## src/rtl/core/aamqa_pkg.sv

```systemverilog
// Shared types and constants for the alpha-aware 2x2 mipmap quad averager.
package aamqa_pkg;

    localparam logic [7:0] ALPHA_MIN    = 8'd16;
    localparam int         CHANNELS     = 4;
    localparam int         COLOR_CHANS  = 3;
    localparam logic [9:0] RECIP3       = 10'd683;
    localparam int         RECIP3_SHIFT = 11;

    typedef logic [CHANNELS-1:0][7:0] t_rgba;

    typedef struct packed {
        t_rgba top_left;
        t_rgba top_right;
        t_rgba bottom_left;
        t_rgba bottom_right;
    } t_quad_in;

    typedef struct packed {
        logic [7:0] red;
        logic [7:0] green;
        logic [7:0] blue;
        logic [7:0] alpha;
    } t_pix_out;

    typedef struct packed {
        logic [CHANNELS-1:0][8:0] upper;
        logic [CHANNELS-1:0][8:0] lower;
        logic [2:0]               used;
    } t_pair_sums;

    typedef struct packed {
        logic [COLOR_CHANS-1:0][9:0] color_sum;
        logic [7:0]                  alpha;
        logic [2:0]                  used;
    } t_quad_sums;

endpackage

```

## src/rtl/core/aamqa_reduce.sv

```systemverilog
// First stage: pixel qualification by alpha and row-wise channel sums.
module aamqa_reduce (
    input  logic                  i_clk,
    input  logic                  i_rst_n,
    input  logic                  i_valid,
    input  aamqa_pkg::t_quad_in   i_quad,
    input  logic                  i_ready,
    output logic                  o_ready,
    output logic                  o_valid,
    output aamqa_pkg::t_pair_sums o_sums
);

    logic                  r_valid;
    aamqa_pkg::t_pair_sums r_sums;
    aamqa_pkg::t_pair_sums n_sums;
    logic [3:0]            keep;
    aamqa_pkg::t_rgba      m_tl, m_tr, m_bl, m_br;

    always_comb begin
        keep[0] = i_quad.top_left[3]     >= aamqa_pkg::ALPHA_MIN;
        keep[1] = i_quad.top_right[3]    >= aamqa_pkg::ALPHA_MIN;
        keep[2] = i_quad.bottom_left[3]  >= aamqa_pkg::ALPHA_MIN;
        keep[3] = i_quad.bottom_right[3] >= aamqa_pkg::ALPHA_MIN;
        m_tl = keep[0] ? i_quad.top_left     : '0;
        m_tr = keep[1] ? i_quad.top_right    : '0;
        m_bl = keep[2] ? i_quad.bottom_left  : '0;
        m_br = keep[3] ? i_quad.bottom_right : '0;
        for (int k = 0; k < aamqa_pkg::CHANNELS; k++) begin
            n_sums.upper[k] = {1'b0, m_tl[k]} + {1'b0, m_tr[k]};
            n_sums.lower[k] = {1'b0, m_bl[k]} + {1'b0, m_br[k]};
        end
        n_sums.used = 3'({2'b0, keep[0]} + {2'b0, keep[1]})
                    + 3'({2'b0, keep[2]} + {2'b0, keep[3]});
    end

    assign o_ready = !r_valid || i_ready;

    always_ff @(posedge i_clk) begin
        if (!i_rst_n) begin
            r_valid <= 1'b0;
        end else if (o_ready) begin
            r_valid <= i_valid;
        end
    end

    always_ff @(posedge i_clk) begin
        if (o_ready && i_valid) begin
            r_sums <= n_sums;
        end
    end

    assign o_valid = r_valid;
    assign o_sums  = r_sums;

endmodule

```

## src/rtl/core/aamqa_accum.sv

```systemverilog
// Second stage: full quad sums and the quarter-scaled alpha.
module aamqa_accum (
    input  logic                  i_clk,
    input  logic                  i_rst_n,
    input  logic                  i_valid,
    input  aamqa_pkg::t_pair_sums i_sums,
    input  logic                  i_ready,
    output logic                  o_ready,
    output logic                  o_valid,
    output aamqa_pkg::t_quad_sums o_sums
);

    logic                  r_valid;
    aamqa_pkg::t_quad_sums r_sums;
    aamqa_pkg::t_quad_sums n_sums;
    logic [9:0]            alpha_sum;

    always_comb begin
        for (int k = 0; k < aamqa_pkg::COLOR_CHANS; k++) begin
            n_sums.color_sum[k] = {1'b0, i_sums.upper[k]} + {1'b0, i_sums.lower[k]};
        end
        alpha_sum    = {1'b0, i_sums.upper[aamqa_pkg::CHANNELS-1]}
                     + {1'b0, i_sums.lower[aamqa_pkg::CHANNELS-1]};
        n_sums.alpha = alpha_sum[9:2];
        n_sums.used  = i_sums.used;
    end

    assign o_ready = !r_valid || i_ready;

    always_ff @(posedge i_clk) begin
        if (!i_rst_n) begin
            r_valid <= 1'b0;
        end else if (o_ready) begin
            r_valid <= i_valid;
        end
    end

    always_ff @(posedge i_clk) begin
        if (o_ready && i_valid) begin
            r_sums <= n_sums;
        end
    end

    assign o_valid = r_valid;
    assign o_sums  = r_sums;

endmodule

```

## src/rtl/core/aamqa_divide.sv

```systemverilog
// Third stage: division of the color sums by the pixel count, into the output register.
module aamqa_divide (
    input  logic                  i_clk,
    input  logic                  i_rst_n,
    input  logic                  i_valid,
    input  aamqa_pkg::t_quad_sums i_sums,
    input  logic                  i_ready,
    output logic                  o_ready,
    output logic                  o_valid,
    output aamqa_pkg::t_pix_out   o_pix
);

    logic                                    r_valid;
    aamqa_pkg::t_pix_out                     r_pix;
    aamqa_pkg::t_pix_out                     n_pix;
    logic [aamqa_pkg::COLOR_CHANS-1:0][7:0]  quot;
    logic [aamqa_pkg::COLOR_CHANS-1:0][19:0] prod;

    always_comb begin
        for (int k = 0; k < aamqa_pkg::COLOR_CHANS; k++) begin
            prod[k] = {10'b0, i_sums.color_sum[k]} * {10'b0, aamqa_pkg::RECIP3};
            case (i_sums.used)
                3'd1: quot[k] = i_sums.color_sum[k][7:0];
                3'd2: quot[k] = i_sums.color_sum[k][8:1];
                3'd3: quot[k] = prod[k][aamqa_pkg::RECIP3_SHIFT +: 8];
                3'd4: quot[k] = i_sums.color_sum[k][9:2];
                default: quot[k] = 8'd0;
            endcase
        end
        n_pix.red   = quot[0];
        n_pix.green = quot[1];
        n_pix.blue  = quot[2];
        n_pix.alpha = i_sums.alpha;
    end

    assign o_ready = !r_valid || i_ready;

    always_ff @(posedge i_clk) begin
        if (!i_rst_n) begin
            r_valid <= 1'b0;
        end else if (o_ready) begin
            r_valid <= i_valid;
        end
    end

    always_ff @(posedge i_clk) begin
        if (o_ready && i_valid) begin
            r_pix <= n_pix;
        end
    end

    assign o_valid = r_valid;
    assign o_pix   = r_pix;

endmodule

```

## src/rtl/core/alpha_aware_mipmap_quad_average.sv

```systemverilog
// Top level of the alpha-aware 2x2 mipmap quad averager.
//
//   Channel  Direction  Payload                 Handshake
//   quad     in         i_quad (4 x RGBA8)      i_valid / o_stall
//   pixel    out        o_pix  (RGBA8)          o_valid / i_stall
//
// One quad per cycle is accepted while o_stall is low.
// Each result passes through three register stages: qualify, sum, divide.
// Synchronous active-low reset empties all stages.
// A stall only stops stages that are full, so bubbles are squeezed out and nothing is lost.
module alpha_aware_mipmap_quad_average (
    input  logic                i_clk,
    input  logic                i_rst_n,
    input  logic                i_valid,
    input  aamqa_pkg::t_quad_in i_quad,
    output logic                o_stall,
    output logic                o_valid,
    output aamqa_pkg::t_pix_out o_pix,
    input  logic                i_stall
);

    logic                  s1_valid, s1_ready;
    logic                  s2_valid, s2_ready;
    logic                  s3_ready;
    aamqa_pkg::t_pair_sums s1_sums;
    aamqa_pkg::t_quad_sums s2_sums;

    aamqa_reduce u_reduce (
        .i_clk   (i_clk),
        .i_rst_n (i_rst_n),
        .i_valid (i_valid),
        .i_quad  (i_quad),
        .i_ready (s2_ready),
        .o_ready (s1_ready),
        .o_valid (s1_valid),
        .o_sums  (s1_sums)
    );

    aamqa_accum u_accum (
        .i_clk   (i_clk),
        .i_rst_n (i_rst_n),
        .i_valid (s1_valid),
        .i_sums  (s1_sums),
        .i_ready (s3_ready),
        .o_ready (s2_ready),
        .o_valid (s2_valid),
        .o_sums  (s2_sums)
    );

    aamqa_divide u_divide (
        .i_clk   (i_clk),
        .i_rst_n (i_rst_n),
        .i_valid (s2_valid),
        .i_sums  (s2_sums),
        .i_ready (!i_stall),
        .o_ready (s3_ready),
        .o_valid (o_valid),
        .o_pix   (o_pix)
    );

    assign o_stall = !s1_ready;

`ifndef SYNTH
    a_accept_fills_stage1: assert property (@(posedge i_clk) disable iff (!i_rst_n)
        i_valid && !o_stall |=> s1_valid)
        else $error("accepted quad did not reach the first stage");

    a_stall_only_when_full: assert property (@(posedge i_clk) disable iff (!i_rst_n)
        o_stall |-> s1_valid && s2_valid && o_valid && i_stall)
        else $error("input stalled while the pipeline has room");

    a_output_drains: assert property (@(posedge i_clk) disable iff (!i_rst_n)
        o_valid && !i_stall && !s2_valid |=> !o_valid)
        else $error("output transfer repeated a result");
`endif

endmodule

```

## config.mk

```make
export PLATFORM = sky130hd
export DESIGN_NAME = alpha_aware_mipmap_quad_average
export DESIGN_NICKNAME = d
export VERILOG_FILES = /design/src/rtl/core/aamqa_pkg.sv /design/src/rtl/core/aamqa_reduce.sv /design/src/rtl/core/aamqa_accum.sv /design/src/rtl/core/aamqa_divide.sv /design/src/rtl/core/alpha_aware_mipmap_quad_average.sv
export SDC_FILE = /design/constraint.sdc
export NUM_CORES = 1
export LEC_CHECK = 0
export BUFFER_PORTS_ARGS = -buffer_cell sky130_fd_sc_hd__buf_2
export CAP_MARGIN = 20
export CORE_ASPECT_RATIO = 1.5
export CORE_UTILIZATION = 50
export CTS_BUF_LIST = sky130_fd_sc_hd__clkbuf_4 sky130_fd_sc_hd__clkbuf_8
export DETAILED_ROUTE_END_ITERATION = 8
export MAX_ROUTING_LAYER = met4
export PLACE_DENSITY = 0.82
export SLEW_MARGIN = 15
export SYNTH_ARGS = -nofsm -noshare
export SYNTH_HDL_FRONTEND = slang
export SYNTH_SLANG_ARGS = --single-unit
```

## constraint.sdc

```tcl
create_clock -name i_clk -period 9.6 [get_ports i_clk]
set_clock_uncertainty 0.05 [all_clocks]
set_input_delay 1.92 -clock i_clk [delete_from_list [all_inputs] [get_ports i_clk]]
set_output_delay 1.92 -clock i_clk [all_outputs]
set_load 0.005 [all_outputs]
```

# Word level (Yosys, flattened, before mapping)
# Index checks and enable logic that the tools add are counted.
# Widths: inputs -> output; s select.
# totals
wordCells	65
output_inout_bits	34
reg_bits	151
in_bits	132
# op_classes
addsub	15
n_mux	7
reduce_logical	11
n_eq_ne	4
magnitude_cmp	4
n_mul	3
# op_table
op	n
$mux 32	4
$pmux 8 s4	3
$add 8x8->9	8
$mul 10x10->19 const B	3
$add 9x9->10	4
$ge 8x5->1 const B	4
$eq 3x2->1 const B	2
$logic_not 1->1	5
$add 1x1->2	2
$add 3x3->3	1
$eq 3x1->1 const B	1
$eq 3x3->1 const B	1
$logic_and 1x1->1	3
$logic_or 1x1->1	3

# Logic depth before layout (Yosys ltp)
# Gate-level depths: netlist of run 1.
# logic_depth
ltp_word	5
depth_mapped	17
depth_no_buf	17

# By module
# A second synthesis of run 1 with hierarchy kept.
# hier_totals
hier_cells	1505
hier_area_um2	15398.5
# modules_own_cells
module	instances	cells_per_inst	seq_area_each_um2	area_per_inst_um2
aamqa_divide	1	716	980.9	6929.1
aamqa_reduce	1	540	2272.2	5694.2
aamqa_accum	1	247	1251.2	2767.7
alpha_aware_mipmap_quad_average	1	2	0.0	7.5

# Worst setup path before layout of run 1
# OpenSTA, ideal clock, no wires.
# synth_path
path_kind	in2reg
from	input i_stall
to	register u_reduce.r_sums, in the netlist u_reduce.o_sums[0], enable pin
path_stages	3
path_buffers	0
arrival_time_ns	5.641
required_ns	9.032
slack_ns	3.392
setup_time_ns	0.518
cell_sequence	and3_1 -> and2_1 -> nor2b_1
# synth_between
elab_chain_len	5
# synth_lines
element	line	rtl
start: declaration	alpha_aware_mipmap_quad_average.sv:19	input logic i_stall
$logic_not 1->1	alpha_aware_mipmap_quad_average.sv:55	.i_ready (!i_stall),
$logic_or 1x1->1	aamqa_divide.sv:36	assign o_ready = !r_valid || i_ready;
$logic_or 1x1->1	aamqa_accum.sv:28	assign o_ready = !r_valid || i_ready;
$logic_or 1x1->1	aamqa_reduce.sv:36	assign o_ready = !r_valid || i_ready;
$logic_and 1x1->1	aamqa_reduce.sv:47	if (o_ready && i_valid) begin
end signal: assignment	aamqa_reduce.sv:48	r_sums <= n_sums;
end: declaration	aamqa_reduce.sv:14	aamqa_pkg::t_pair_sums r_sums;
# No other way between the ends.
# A chain may end at the register's enable or synchronous reset.

==> results of run 1 <==
[sequential cells by signal (all words and copies together), names as in the netlist]
register / count
u_accum.o_sums: 41
u_divide.o_valid: 1
u_divide.o_pix: 32
u_accum.o_valid: 1
u_reduce.o_valid: 1
u_reduce.o_sums: 75
[synth_stat cells, types with 7 or more instances]
cell type,n,share of area (%)
fa_1,75,10
ha_1,276,23
o21a_1,10,0.51
a21oi_1,81,2.7
o21ai_0,47,1.6
nor2b_1,17,0.72
a21boi_1,8,0.40
a22oi_1,24,1.2
a211oi_1,7,0.35
nor3_1,10,0.34
mux2i_1,9,0.61
nor2_1,51,1.3
nand3_1,11,0.37
o21ai_1,18,0.61
o21bai_1,7,0.35
edfxtp_1,148,30
nand2b_1,13,0.55
and2_1,99,4.2
a21o_1,49,2.5
xor2_1,29,1.7
xnor2_1,61,3.6
clkbuf_1,41,1.0
inv_1,198,5.0
nand2_1,61,1.5
[metrics by stage]
stage	hold WS [ps]	instance area [µm²]	setup WS, ps
after detailed placement	357	16000	4270
after floorplan	350	14800	3390
after global routing	383	16500	4210
final	376	16500	4420
after global placement	354	16000	4390
after CTS	377	16400	4490
[power by group through the flow]
stage	combinational [mW]	clock, mW	sequential (mW)
after floorplan	3.58	0	0.953
after global placement	4.38	0	0.984
after detailed placement	4.57	0	0.988
after CTS	4.61	0.490	0.973
after global routing	5.23	0.518	0.983
final	4.62	0.479	0.973
[worst min-delay path by stage]
stage,endpoint,slack [ps],cells after the start
after global placement,u_divide.o_pix[4],350,0
after detailed placement,u_accum.o_sums[0],360,0
after floorplan,u_accum.o_sums[0],350,0
final,u_accum.o_sums[1],380,0
after global routing,u_divide.o_pix[2],380,0
after CTS,u_accum.o_sums[0],380,0
[area by class of cell]
| class | instances | share of cell area, % |
|---|---|---|
| diodes | 1 | 0.0152 |
| repair buffers | 169 | 5.39 |
| well taps | 390 | 2.96 |
| flip-flops and latches | 151 | 27.4 |
| clock inverters | 12 | 0.783 |
| inverters | 199 | 4.54 |
| multi-input cells | 1050 | 57.4 |
| clock buffers | 20 | 1.56 |
[per-layer routing]
metal,vias up,global-route usage (%)
met5,-,-
met4,0,11.5
met3,86,2.67
met2,237,41.9
met1,5165,22.5
li1,5317,-
[worst max-delay path: cells and delay by family (launching register included)]
kind	cells	cell delay, ps
AOI/OAI and AO/OA	6	1250
and+or+nand+nor	1	320
buffers and inverters	4	220
DFF	1	570
adders and majority gates	6	2540
[logic make-up after synthesis]
logic type / share of synthesized area [%]
adder cells (fa/ha/maj): 33.4
AO/OA/AOI/OAI: 13.4
AND/OR/NAND/NOR: 10.8
buffers and inverters: 6.14
flip-flops: 30.4
XOR/XNOR: 5.31
multiplexers: 0.683
==> out/qor.csv, run 1 <==
metric,value,unit
status,"complete, no violations",
synth-edff-count,148,
ctsResizeCount,0,
fp.dieW,143,µm
worstMarginPinSlew,999,ps
slew_headroom,33.4,%
cp-startpoint,u_accum.o_sums[38],
fmax,0.193,GHz
async_reset_ff_share,0,%
ant_nets,0,
cts-root-buf,clkbuf_8,
drv_slew,0,
syn_inst,1443,
grt_max_degree,76,
clkLatencyLatePin,480,ps
cts_buffer_depth,2,
grt_pass1_wl,51200,µm
grt_remaining_overflow,0,
syn_nets,1926,
intPower,3.15,mW
first_global_vias,11300,
cts_buffers,17,
reg2reg_slack,4420,ps
p_leak,7.92,nW
reg2reg_depth,17,
drive_gt1_share,13.9,%
cts.clk_slew.worst_paths,80,ps
post-place-cells,1957,
hold_start,u_reduce.o_sums[1],
fin_crit,5180,ps
finalSetupTns,0,ps
path_common_cell,inv_1,
syn_avg_cell_area,10.3,µm²
die_h,213,µm
via_per_inst,5.42,
final_util,57.0,%
core.rowCount,76,
slowest_stage,edfxtp_1,
crit_end,u_divide.o_pix[15],
drc,0,
p_per_area,369,mW/mm²
nets,2071,
seq_area,0.00450,mm²
multi_input_area,0.00945,mm²
synth_flop_cell,edfxtp_1,
grt.total_usage,22.3,%
syn2layout_area_growth,11.0,%
p_clk_share,7.9,%
cp-start-kind,register,
synth-seq-cells,151,
crit_required,9780,ps
totalWireLength,30900,µm
dr_wl_met2,17000,µm
drtIter0Drc,489,
holdCritPathClass,register to register,
fill_cells,2498,
final_cell_mix,"276 x ha_1, 198 x inv_1, 165 x buf_2",
cts_tree,yes,
cts_hold_buf,0,
cap_violations,0,
switching_share,48.1,%
io_buffer_count,165,
crit_path_max_fanout,7,
antenna_found_initial,0,
worstSetupPathType,register to register,
gp_congestion,0.929,
synth_area,0.0148,mm²
power_switching,2.92,mW
post_cts_buffers,0,
irDropWorstVdd,0.237,mV
worstPathCellList,"ha_1, ha_1, inv_1, fa_1, inv_1, fa_1, inv_1, fa_1, inv_1, ha_1, a211oi_1, a211oi_1, a221oi_2, a21oi_2, nor4_1, a21oi_1, a31o_1",
p_comb_share,76.1,%
met1Wirelength,11600,µm
mostFrequentLayoutCell,ha_1,
final_cells,1992,
core_area,0.0289,mm²
setup_viol,0,
final_hold_viol_count,0,
start_util,51.3,%
period_share,53.9,%
top_layer,met4,
cts_max_level,4,
cp.arrival,5360,ps
yosys_warnings,0,
cts.sinks,151,
setup.worst_path.end_class,register,
power,6.07,mW
wl_met3,965,µm
crit-reg2reg-launch,u_accum.o_sums[38],
dpl.hpwl,25400,µm
slowest_delay,570,ps
wl_per_cell,15.5,µm
drtPass1Iterations,5,
reg2reg_to,u_divide.o_pix[15],
rsz0062_at_grt,no,
yosysSeqAreaShare,30.4,%
num_vias,10800,
io_pins,166,
synth_cell_types,70,
pwr-share-seq,16.0,%
die_area,0.0304,mm²
No activity file was read; power rests on OpenSTA's default activity.
==> inputs of run 2 (changes only) <==
Clock period 9.6 ns to 5.3 ns, I/O delays scaled along.
==> run 2 against run 1 <==
  * Cell count increased by 0.20%
  * Maximum frequency increased by 4.8%
  * Register-to-register slack got worse by 4100 ps
  * Clock power increased by 100%
  * Utilization increased by 0.24 points
  * Routed wire length increased by 3.0%
  * First-iteration DRC count increased by 9.2%
  * Sequential power increased by 80%
  * Sequential cell count unchanged
  * Worst setup slack got worse by 4100 ps
  * Hold slack got worse by 14 ps
  * Count of clock-buffer cells in the layout decreased by 1
  * Critical path type unchanged
  * Critical endpoint unchanged
==> out/qor.csv, run 2 (same netlist as run 1, synthesis figures left out) <==
metric,value,unit
ant_nets,0,
via_per_inst,5.45,
final_util,57.2,%
holdCritPathClass,register to register,
cts.clk_slew.worst_paths,90,ps
period_share,93.2,%
diodes,0,
p_leak,7.96,nW
status,"complete, no violations",
final_hold_viol_count,0,
wl_per_cell,15.9,µm
setup_viol,0,
wl_met3,1130,µm
die_area,0.0304,mm²
cts-root-buf,clkbuf_8,
core_area,0.0289,mm²
num_vias,10900,
cp-start-kind,register,
fill_cells,2466,
setup.worst_path.end_class,register,
totalWireLength,31800,µm
cts_buffers,17,
grt_remaining_overflow,0,
cts_tree,yes,
drive_gt1_share,14.2,%
gp_congestion,0.934,
syn2layout_area_growth,11.4,%
post-place-cells,1964,
slew_headroom,35.0,%
crit_path_max_fanout,7,
core.rowCount,76,
fin_crit,4940,ps
irDropWorstVdd,0.434,mV
hold_slack,363,ps
fmax,0.202,GHz
cap_violations,0,
path_common_cell,inv_1,
io_pins,166,
largest_reg_flops,75,
cp.arrival,5140,ps
cts.sinks,151,
start_util,51.3,%
final_cell_mix,"276 x ha_1, 198 x inv_1, 165 x buf_2",
crit_required,5500,ps
cp_top_family,adder cells,
clkLatencyLatePin,480,ps
io_buffer_count,165,
slowest_delay,540,ps
drtIter0Drc,534,
antenna_found_initial,0,
final_cells,1996,
drv_slew,0,
nets,2077,
worstSetupPathType,register to register,
slowest_stage,edfxtp_1,
top_layer,met4,
ctsResizeCount,0,
path_buf_inv,4,
cts_buffer_depth,2,
drtPass1Iterations,6,
grt.total_usage,22.8,%
grt_pass1_wl,51500,µm
cts_hold_buf,0,
finalSetupTns,0,ps
worstPathCellList,"ha_1, ha_1, inv_1, fa_1, inv_1, fa_1, inv_1, fa_1, inv_1, ha_1, a211oi_1, a211oi_1, a221oi_2, a21oi_2, nor4_1, a21oi_1, a31o_1",
first_global_vias,11200,
die_h,213,µm
cts_max_level,4,
met1Wirelength,11600,µm
dr_wl_met2,17700,µm
rsz0062_at_grt,no,
grt_max_degree,76,
fp.dieW,143,µm
dpl.hpwl,26300,µm
mostFrequentLayoutCell,ha_1,
drc,0,
p_per_area,676,mW/mm²
worstMarginPinSlew,973,ps
post_cts_buffers,0,
run 2: changes by cell type in the layout (fill, tap and decap cells not counted):
cell | previous run | this run
buf_4 | 2 | 9
bufinv_16 | 2 | 4
clkinv_4 | 3 | 1
buf_12 | 1 | 0
clkbuf_4 | 3 | 2
clkinv_1 | 1 | 0
diode_2 | 1 | 0
inv_6 | 1 | 2
run 2: power by group:
part	total, mW	internal, mW	switching, mW
sequential	1.75	1.61	0.139
combinational	8.47	3.68	4.79
clock	0.964	0.521	0.443
total	11.2	5.81	5.37
run 2: stage by stage:
| step | setup WS (ps) | power [mW] | cell area (µm²) |
|---|---|---|---|
| 2_1_floorplan | 756 | 8.21 | 14800 |
| 3_3_place_gp | 512 | 9.89 | 16100 |
| 3_5_place_dp | 412 | 10.2 | 16100 |
| 4_1_cts | 397 | 11.2 | 16500 |
| 5_1_grt | 110 | 12.3 | 16500 |
| 6_report | 358 | 11.2 | 16500 |
run 2: final timing paths:
path              cells past startpoint                from            endpoint  slack (ps)
setup / recovery                     17  u_accum.o_sums[38]  u_divide.o_pix[15]         360
hold / removal                        0   u_accum.o_sums[7]   u_divide.o_pix[4]         360
setup reg to reg                     17  u_accum.o_sums[38]  u_divide.o_pix[15]         360
hold reg to reg                       0   u_accum.o_sums[7]   u_divide.o_pix[4]         360
run 2: metal layers:
layer	GRT usage (%)	up-vias
met5	-	-
met4	12.6	0
met3	2.98	90
met2	42.6	288
met1	22.4	5182
li1	-	5318
run 2: final cells by class:
cell class | count | area [µm²] | share of cell area (%)
timing repair buffer | 175 | 921 | 5.57
clock inverter | 12 | 176 | 1.07
tap | 390 | 488 | 2.95
sequential | 151 | 4500 | 27.2
inverter | 199 | 747 | 4.52
clock buffer | 19 | 249 | 1.51
multi-input combinational | 1050 | 9450 | 57.2
run 2: worst register-to-register path, delay by kind of cell (launching register included):
kind | cells | cell delay, ps
adder cells (fa/ha/maj) | 6 | 2480
AO/OA/AOI/OAI | 6 | 1200
flip-flops | 1 | 540
AND/OR/NAND/NOR | 1 | 250
buffers and inverters | 4 | 190
==> inputs of run 3 (changes only) <==
Settings changed: ABC_AREA from default to 1.
==> run 3 against run 2 <==
  * Sequential cell count stayed put
  * Clock power rose by 0.5%
  * Cell area increased by 4.9%
  * Combinational power down 3.2%
  * Sequential power is 5% lower
  * Critical path depth shrank 2
==> out/qor.csv, run 3 <==
metric,value,unit
status,"complete, no violations",
syn_nets,2318,
ctsResizeCount,0,
p_leak,9.12,nW
synth_area,0.0156,mm²
syn2layout_area_growth,11.1,%
io_pins,166,
num_vias,12600,
via_per_inst,5.23,
cts.clk_slew.worst_paths,90,ps
synth-simple-area-share,15.4,%
synth-compound-area-share,8.99,%
yosys_warnings,0,
start_util,51.3,%
p_clk_share,8.9,%
muxShareOfSynthArea,0,%
cap_violations,0,
post_cts_buffers,0,
yosysMostFrequentCell,inv_1,
cp.arrival,4470,ps
gp_congestion,0.946,
drv_slew,0,
rsz0062_at_grt,no,
cp-start-kind,register,
drtPass1Iterations,5,
yosys.area.top_type_share,28.4,%
slew_headroom,25.2,%
ant_nets,0,
wl_per_cell,14.8,µm
synth.largest_area_cell,edfxtp_1,
intPower,5.13,mW
synth-seq-cells,151,
synth_cell_types,35,
cts_tree,yes,
io_buffer_count,165,
drtIter0Drc,554,
post-place-cells,2378,
fp.dieW,146,µm
setup.worst_path.end_class,register,
holdCritPathClass,register to register,
cp-startpoint,u_accum.o_sums[27],
async_reset_ff_share,0,%
grt.total_usage,23.9,%
cts.sinks,151,
totalWireLength,35700,µm
grt_remaining_overflow,0,
worstMarginPinSlew,1120,ps
setup_viol,0,
dpl.hpwl,30100,µm
cts_buffer_depth,2,
crit_path_max_fanout,5,
p_comb_share,75.7,%
final_hold_viol_count,0,
diodes,0,
synth_common_cells,"379 x inv_1, 286 x nand2_1, 276 x ha_1",
detailed_place.area,0.0169,mm²
grt_pass1_wl,59000,µm
die_h,219,µm
worstSetupPathType,register to register,
switching_share,52.7,%
cts_hold_buf,0,
cts_buffers,17,
core.rowCount,78,
crit-reg2reg-launch,u_accum.o_sums[27],
synth_xor_area_share,4.60,%
grt_max_degree,76,
nets,2480,
hold_slack,375,ps
yosys-top-cells-area,"edfxtp_1 28%, ha_1 22%, fa_1 9.6%",
core_area,0.0304,mm²
cts_max_level,4,
hold_start,u_reduce.o_sums[1],
largest_reg_flops,75,
syn_avg_cell_area,8.52,µm²
die_area,0.0320,mm²
final_cell_mix,"379 x inv_1, 286 x nand2_1, 276 x ha_1",
drc,0,
power_switching,5.72,mW
fmax,0.232,GHz
finalSetupTns,0,ps
irDropWorstVdd,0.292,mV
drive_gt1_share,11.7,%
antenna_found_initial,0,
mostFrequentLayoutCell,inv_1,
yosysSeqAreaShare,28.8,%
clkLatencyLatePin,470,ps
syn_inst,1835,
first_global_vias,12800,
cts-root-buf,clkbuf_8,
fin_crit,4310,ps
crit_required,5460,ps
final_cell_area,0.0174,mm²
period_share,81.3,%
synth_top_family_by_area,adder cells,
synth_flop_cell,edfxtp_1,
synth-adder-area-share,31.7,%
final_cells,2410,
final_util,57.0,%
pwr-share-seq,15.4,%
p_per_area,625,mW/mm²
synth-edff-count,148,
## run 3: final timing paths
kind         slack, ps  cells after the start            endpoint
max                990                     15  u_divide.o_pix[19]
max reg2reg        990                     15  u_divide.o_pix[19]
min                380                      0   u_accum.o_sums[1]
min reg2reg        380                      0   u_accum.o_sums[1]
## run 3: critical path, stage by stage (launching register included)
cell and delay (ps):
edfxtp_1 540, ha_1 350, ha_1 350, fa_1 540
inv_1 50, fa_1 470, fa_1 520, inv_1 50
ha_1 320, a21oi_1 220, o21a_1 190, nor2_1 40
nor2_1 130, nand3_1 90, nand2_1 60, o21ai_1 70
## run 3: cells by family after synthesis
logic type / after synthesis
simple gates: 571
fa+ha+maj: 351
compound gates: 250
xor+xnor: 82
flops: 151
buf+inv: 430
## run 3: routing by layer
metal / track usage (%) / vias to the layer above / routed length, µm
met3: 3.22 / 81 / 1430
met5: - / - / 0
met1: 25.3 / 5884 / 14300
li1: - / 6314 / -
met2: 44.6 / 330 / 18700
met4: 9.65 / 0 / 1250
## run 3: power groups by stage
| stage | sequential, mW | clock [mW] | combinational [mW] |
|---|---|---|---|
| CTS | 1.67 | 0.988 | 8.24 |
| detailed placement | 1.70 | 0 | 8.14 |
| global route | 1.69 | 1.02 | 9.45 |
| floorplan | 1.66 | 0 | 6.23 |
| global placement | 1.69 | 0 | 8.01 |
| finish | 1.67 | 0.969 | 8.20 |
## run 3: cell type report
class | count | area, µm²
Multi-Input combinational cell | 1254 | 9540
Clock inverter | 15 | 190
Fill cell | 2657 | 13100
Sequential cell | 151 | 4500
Clock buffer | 17 | 234
Tap cell | 400 | 500
Inverter | 400 | 1500
Timing Repair Buffer | 173 | 886
## run 3: stage by stage
stage | power, mW | setup slack (ps)
floorplan | 7.90 | 301
global placement | 9.70 | 968
detailed placement | 9.84 | 979
CTS | 10.9 | 982
global route | 12.2 | 726
finish | 10.8 | 989
